<file path="src/rtl/bpdt_pkg.sv">
// ----------------------------------------------------------------------------
// bpdt_pkg: shared types and constants
// Register indexes, sequencer states and the lane record of the shared
// restoring divider used by the binomial prime divisibility test.
// ----------------------------------------------------------------------------
`default_nettype none

package bpdt_pkg;

  // Fixed field widths
  localparam int unsigned BaseW  = 16;
  localparam int unsigned FieldW = 32;
  localparam int unsigned CfgIdxW = 1;

  // Configuration register indexes
  localparam logic [CfgIdxW-1:0] REG_PRIME_BASE  = 1'b0;
  localparam logic [CfgIdxW-1:0] REG_UPPER_VALUE = 1'b1;

  // Reset values of the configuration registers
  localparam logic [BaseW-1:0]  PRIME_BASE_RST  = 16'd2;
  localparam logic [FieldW-1:0] UPPER_VALUE_RST = 32'd0;
  localparam logic [BaseW-1:0]  MIN_BASE        = 16'd2;

  // Sequencer states
  typedef enum logic [1:0] {
    ST_IDLE,
    ST_DIV,
    ST_CHECK
  } state_e;

  // One lane of the divider: running remainder plus one bit
  // (dividend bit going in, quotient bit coming out)
  typedef struct packed {
    logic [BaseW-1:0] rem;
    logic             dbit;
  } lane_t;

endpackage

`default_nettype wire

</file>
<file path="src/rtl/bpdt_divstep.sv">
// ----------------------------------------------------------------------------
// bpdt_divstep: one restoring division step on two lanes
// Shifts one dividend bit into each lane's remainder, compares against the
// shared divisor and subtracts on a fit, giving one quotient bit per lane.
// ----------------------------------------------------------------------------
`default_nettype none

module bpdt_divstep (
  input  logic [bpdt_pkg::BaseW-1:0] divisor_i,
  input  bpdt_pkg::lane_t            top_i,
  input  bpdt_pkg::lane_t            bot_i,
  output bpdt_pkg::lane_t            top_o,
  output bpdt_pkg::lane_t            bot_o
);

  logic [bpdt_pkg::BaseW:0] trial_top;
  logic [bpdt_pkg::BaseW:0] trial_bot;
  logic [bpdt_pkg::BaseW:0] dvs_ext;
  logic [bpdt_pkg::BaseW:0] diff_top;
  logic [bpdt_pkg::BaseW:0] diff_bot;

  // Shift in the next dividend bit
  assign trial_top = {top_i.rem, top_i.dbit};
  assign trial_bot = {bot_i.rem, bot_i.dbit};
  assign dvs_ext   = {1'b0, divisor_i};
  assign diff_top  = trial_top - dvs_ext;
  assign diff_bot  = trial_bot - dvs_ext;

  // Subtract where the divisor fits; remainder stays below the divisor
  always_comb begin
    if (trial_top >= dvs_ext) begin
      top_o.rem  = diff_top[bpdt_pkg::BaseW-1:0];
      top_o.dbit = 1'b1;
    end else begin
      top_o.rem  = trial_top[bpdt_pkg::BaseW-1:0];
      top_o.dbit = 1'b0;
    end
    if (trial_bot >= dvs_ext) begin
      bot_o.rem  = diff_bot[bpdt_pkg::BaseW-1:0];
      bot_o.dbit = 1'b1;
    end else begin
      bot_o.rem  = trial_bot[bpdt_pkg::BaseW-1:0];
      bot_o.dbit = 1'b0;
    end
  end

endmodule

`default_nettype wire

</file>
<file path="config.mk">
export PLATFORM = sky130hd
export DESIGN_NAME = bpdt_divstep
export DESIGN_NICKNAME = d
export VERILOG_FILES = /design/src/rtl/bpdt_pkg.sv /design/src/rtl/bpdt_divstep.sv
export SDC_FILE = /design/constraint.sdc
export NUM_CORES = 1
export LEC_CHECK = 0
export BUFFER_PORTS_ARGS = -buffer_cell sky130_fd_sc_hd__buf_2
export CAP_MARGIN = 40
export CORE_ASPECT_RATIO = 0.9
export CORE_UTILIZATION = 50
export DETAILED_ROUTE_END_ITERATION = 6
export PLACE_DENSITY = 0.81
export SLEW_MARGIN = 20
export SYNTH_ARGS = -nofsm -noshare
export SYNTH_HDL_FRONTEND = slang
export SYNTH_SLANG_ARGS = --single-unit
</file>
<file path="constraint.sdc">
create_clock -name vclk -period 6
set_clock_uncertainty 0.1 [all_clocks]
set_input_delay 1.2 -clock vclk [all_inputs]
set_output_delay 1.2 -clock vclk [all_outputs]
set_load 0.02 [all_outputs]
</file>
# Yosys cells after proc, flatten, opt, wreduce, memory -nomap -nowiden
# Index checks and enable logic that the tools add are counted.
# classes
n_addsub	2
mul	0
div_mod_pow	0
magnitude_cmp	2
n_eq_ne	0
shift	0
muxes	2
bitwise	0
reduce_logical	0
# ops
operator	n
greater-or-equal comparator 17 x 16 -> 1 bit	2
2-to-1 mux 17 bit	2
subtractor 16 bit	2
# totals
regBits	0
latchBits	0
mem_bits_rw	0
mem_bits_ro	0
input_bits	50
out_inout_bits	34
word_cells	6
n_memories	0

# Depth between registers and ports, before layout
# logic_depth
word_depth	2
depth_mapped	10
mapped_depth_nobuf	9

# Worst setup path before layout
# No wires, ideal clock.
# synth_timing
path_type	input -> output
from	input divisor_i[1] in the netlist's numbering
to	output top_o[15] in the netlist's numbering
arrival_ns	3.228
required_time_ns	4.700
path_slack_ns	1.472
cell_stages	9
n_path_buf	1
cell_sequence	inv_1 ha_1 nor2b_4 o31a_1 o31a_4 o31ai_4 nand3_4 buf_6 mux2_1
# synth_rtl
item	line	source
start, declared	bpdt_divstep.sv:9	input logic [bpdt_pkg::BaseW-1:0] divisor_i,
end, declared	bpdt_divstep.sv:12	output bpdt_pkg::lane_t top_o,

==> impl_metrics.json <==
{
  "hold_class": "input port to output pin",
  "synthCells": 294,
  "seq_area_um2": 0,
  "core_um2": 4160,
  "track_usage": 0.243,
  "power.density_nw_per_um2": 139,
  "first_pass_iters": 5,
  "max-slew-margin-rel": 0.532,
  "synth_fp_nets": 378,
  "endpoint_kind": "output pin",
  "initial_core_util": 0.531,
  "cap_viol_max_count": 0,
  "ctsResizeCount": 0,
  "crit_type": "input port to output pin",
  "gp_congestion": 0.947,
  "placed_area_um2": 2670,
  "area_delta_synth_final_pct": 21.5,
  "antenna_found_initial": 0,
  "max_stage_delay_ns": 0.52,
  "yosysSeqAreaShare": 0,
  "arrival_ns": 3.74,
  "p_comb_frac": 1.000,
  "grt_pass1_vias": 2189,
  "gr-total-overflow": 0,
  "die_w_um": 72.0,
  "synth.cell_area_um2": 2210,
  "die-area_um2": 4680,
  "p_switching_w": 0.000211,
  "post_drt_via_cell_ratio": 5.83,
  "io_pins": 84,
  "p_seq_frac": 0,
  "drt_iter0_markers": 115,
  "grt_pass1_wl_um": 9380,
  "power.internal_w": 0.000162,
  "worstSetupStartpointType": "input port",
  "worstHoldEndpoint": "bot_o[14]",
  "slowest_stage": "a211oi_1",
  "crit_chain": "buf_2 -> ha_1 -> fa_1 -> nor2b_1 -> o2111ai_1 -> a211oi_1 -> nor4b_1 -> a311o_1 -> mux2_4 -> buf_2",
  "num_vias": 2529,
  "rows": 22,
  "rsz0062_at_grt": "false",
  "drv_slew": 0,
  "hold_depth": 3,
  "p_leak_nw": 1.36,
  "cpLargestDelayFamily": "compound AO/OA/AOI/OAI gates",
  "setup_violations": 0,
  "dp_hpwl_um": 5040,
  "die_y_um": 65.0,
  "final_cell_count_no_fill": 434,
  "final_nets": 460,
  "drcViolationCount": 0,
  "hold_viol": 0,
  "worstPathMaxFanout": 4,
  "peakVddDrop_mv": 0.0706,
  "layout_setup_ws_ns": 0.960,
  "dp_cells": 433,
  "drive_gt1_frac": 0.318,
  "yosysWarnings": 0,
  "finalCritPeriodShare": 0.840,
  "diodes": 0,
  "worstMarginPinSlew_ns": 0.695,
  "num-fill-cells": 396,
  "min_period_ns": 5.04,
  "cp-startpoint": "divisor_i[0]",
  "outcome": "completed",
  "cpMostUsedCell": "buf_2",
  "sw_frac_of_total": 0.566,
  "worstHoldStart": "bot_i[13]",
  "post-place-ws_ns": 0.962,
  "n_sequential_cell": 0,
  "max_freq_ghz": 0.198,
  "ant_nets": 0,
  "avgRoutedWirePerCell_um": 13.8,
  "syn_area_per_cell_um2": 7.50,
  "required_ns": 4.70,
  "io_buffers": 84,
  "cts_setup_buffers": 0,
  "final_cell_area_um2": 2680,
  "wirelength_um": 5990,
  "grt_max_degree": 18,
  "tns_ns": 0,
  "p_clk_frac": 0,
  "synthDistinctLibCells": 59,
  "clock_buffers": 0,
  "holdBufCountCts": 0,
  "multiInputGateArea_um2": 2090,
  "worst-path-buf-inv": 2
}
==> cells by family (layout without fill, tap and decap cells) <==
| logic type | after synthesis | count (layout) | synth area share |
|---|---|---|---|
| AOI/OAI and AO/OA | 95 | 95 | 0.303 |
| xor gates and xnor gates | 14 | 14 | 0.0556 |
| adders and majority gates | 34 | 34 | 0.200 |
| buffers and inverters | 27 | 107 | 0.0522 |
| muxes | 32 | 32 | 0.168 |
| and+or+nand+nor | 92 | 92 | 0.221 |
==> power groups by stage <==
stage	Clock, W	Sequential (W)	Combinational (W)
global route	0	0	0.000406
global placement	0	0	0.000362
floorplan	0	0	0.000275
finish	0	0	0.000373
detailed placement	0	0	0.000368
CTS	0	0	0.000370
==> layout by cell type, fill, tap and decap left out, types with 4 or more instances in the layout <==
master	netlist	layout
ha_1	32	32
buf_2	2	84
a21oi_1	24	24
xnor2_1	10	10
or3_1	4	4
o21ai_0	17	17
mux2_4	5	5
nor2_1	16	16
nand2_1	25	25
nor2b_1	8	8
nand2b_1	4	4
mux2_2	18	18
inv_1	22	22
xor2_1	4	4
o21a_1	10	10
a21o_1	7	7
and2_1	4	4
nor3_1	6	6
nand3_1	8	8
mux2i_1	6	6
==> synthesized netlist by cell type (2+ instances only) <==
| cell type | number | area [um2] |
|---|---|---|
| a21oi_1 | 24 | 120 |
| mux2_4 | 5 | 75.1 |
| nand4_1 | 3 | 18.8 |
| nor3b_1 | 2 | 15.0 |
| nand2b_1 | 4 | 25.0 |
| xor2_1 | 4 | 35.0 |
| nor4_1 | 3 | 18.8 |
| buf_2 | 2 | 10.0 |
| nand3_1 | 8 | 40.0 |
| o21a_1 | 10 | 75.1 |
| a21boi_0 | 3 | 22.5 |
| o31a_1 | 3 | 26.3 |
| nor3_1 | 6 | 30.0 |
| nor2_1 | 16 | 60.1 |
| a211oi_1 | 2 | 15.0 |
| nand2_1 | 25 | 93.8 |
| mux2i_1 | 6 | 60.1 |
| a311oi_1 | 2 | 17.5 |
| o311ai_0 | 2 | 17.5 |
| nor4b_1 | 2 | 17.5 |
| nor2b_1 | 8 | 50.1 |
| o31ai_1 | 2 | 15.0 |
| ha_1 | 32 | 400 |
| a21o_1 | 7 | 52.6 |
| and2_1 | 4 | 25.0 |
| o21bai_1 | 3 | 22.5 |
| inv_1 | 22 | 82.6 |
| a211o_1 | 2 | 17.5 |
| fa_1 | 2 | 40.0 |
| or2_2 | 2 | 12.5 |
| or3_1 | 4 | 25.0 |
| a22oi_1 | 2 | 15.0 |
| mux2_1 | 3 | 33.8 |
| o211ai_1 | 2 | 15.0 |
| xnor2_1 | 10 | 87.6 |
| o21ai_0 | 17 | 85.1 |
| mux2_2 | 18 | 203 |
==> worst max path at each step <==
| stage | to | cells after the start | slack (ns) |
|---|---|---|---|
| final | top_o[13] | 10 | 0.96 |
| after floorplan | top_o[15] | 9 | 1.47 |
| after CTS | bot_o[6] | 10 | 0.94 |
| after global placement | bot_o[4] | 10 | 1.01 |
| after detailed placement | bot_o[6] | 10 | 0.96 |
| after global routing | top_o[15] | 11 | 0.81 |
==> layer usage <==
| metal | global-route usage | share of wire |
|---|---|---|
| met2 | 0.439 | 0.47 |
| met4 | 0.0417 | 0.012 |
| met1 | 0.327 | 0.47 |
| met3 | 0.00311 | 0.055 |
| met5 | 0 | 0 |
==> through the flow <==
stage / power, W / hold WS [ns] / util
floorplan: 0.000275 / 2.46 / -
global placement: 0.000362 / 2.65 / 0.642
detailed placement: 0.000368 / 2.65 / 0.642
CTS: 0.000370 / 2.65 / 0.642
global route: 0.000406 / 2.67 / 0.645
finish: 0.000373 / 2.65 / 0.645
==> cell type report <==
cell class,count,area share
Multi-Input combinational cell,267,0.780
Timing Repair Buffer,85,0.161
Inverter,22,0.0308
Tap cell,60,0.0280
(Power assumes the default switching activity.)
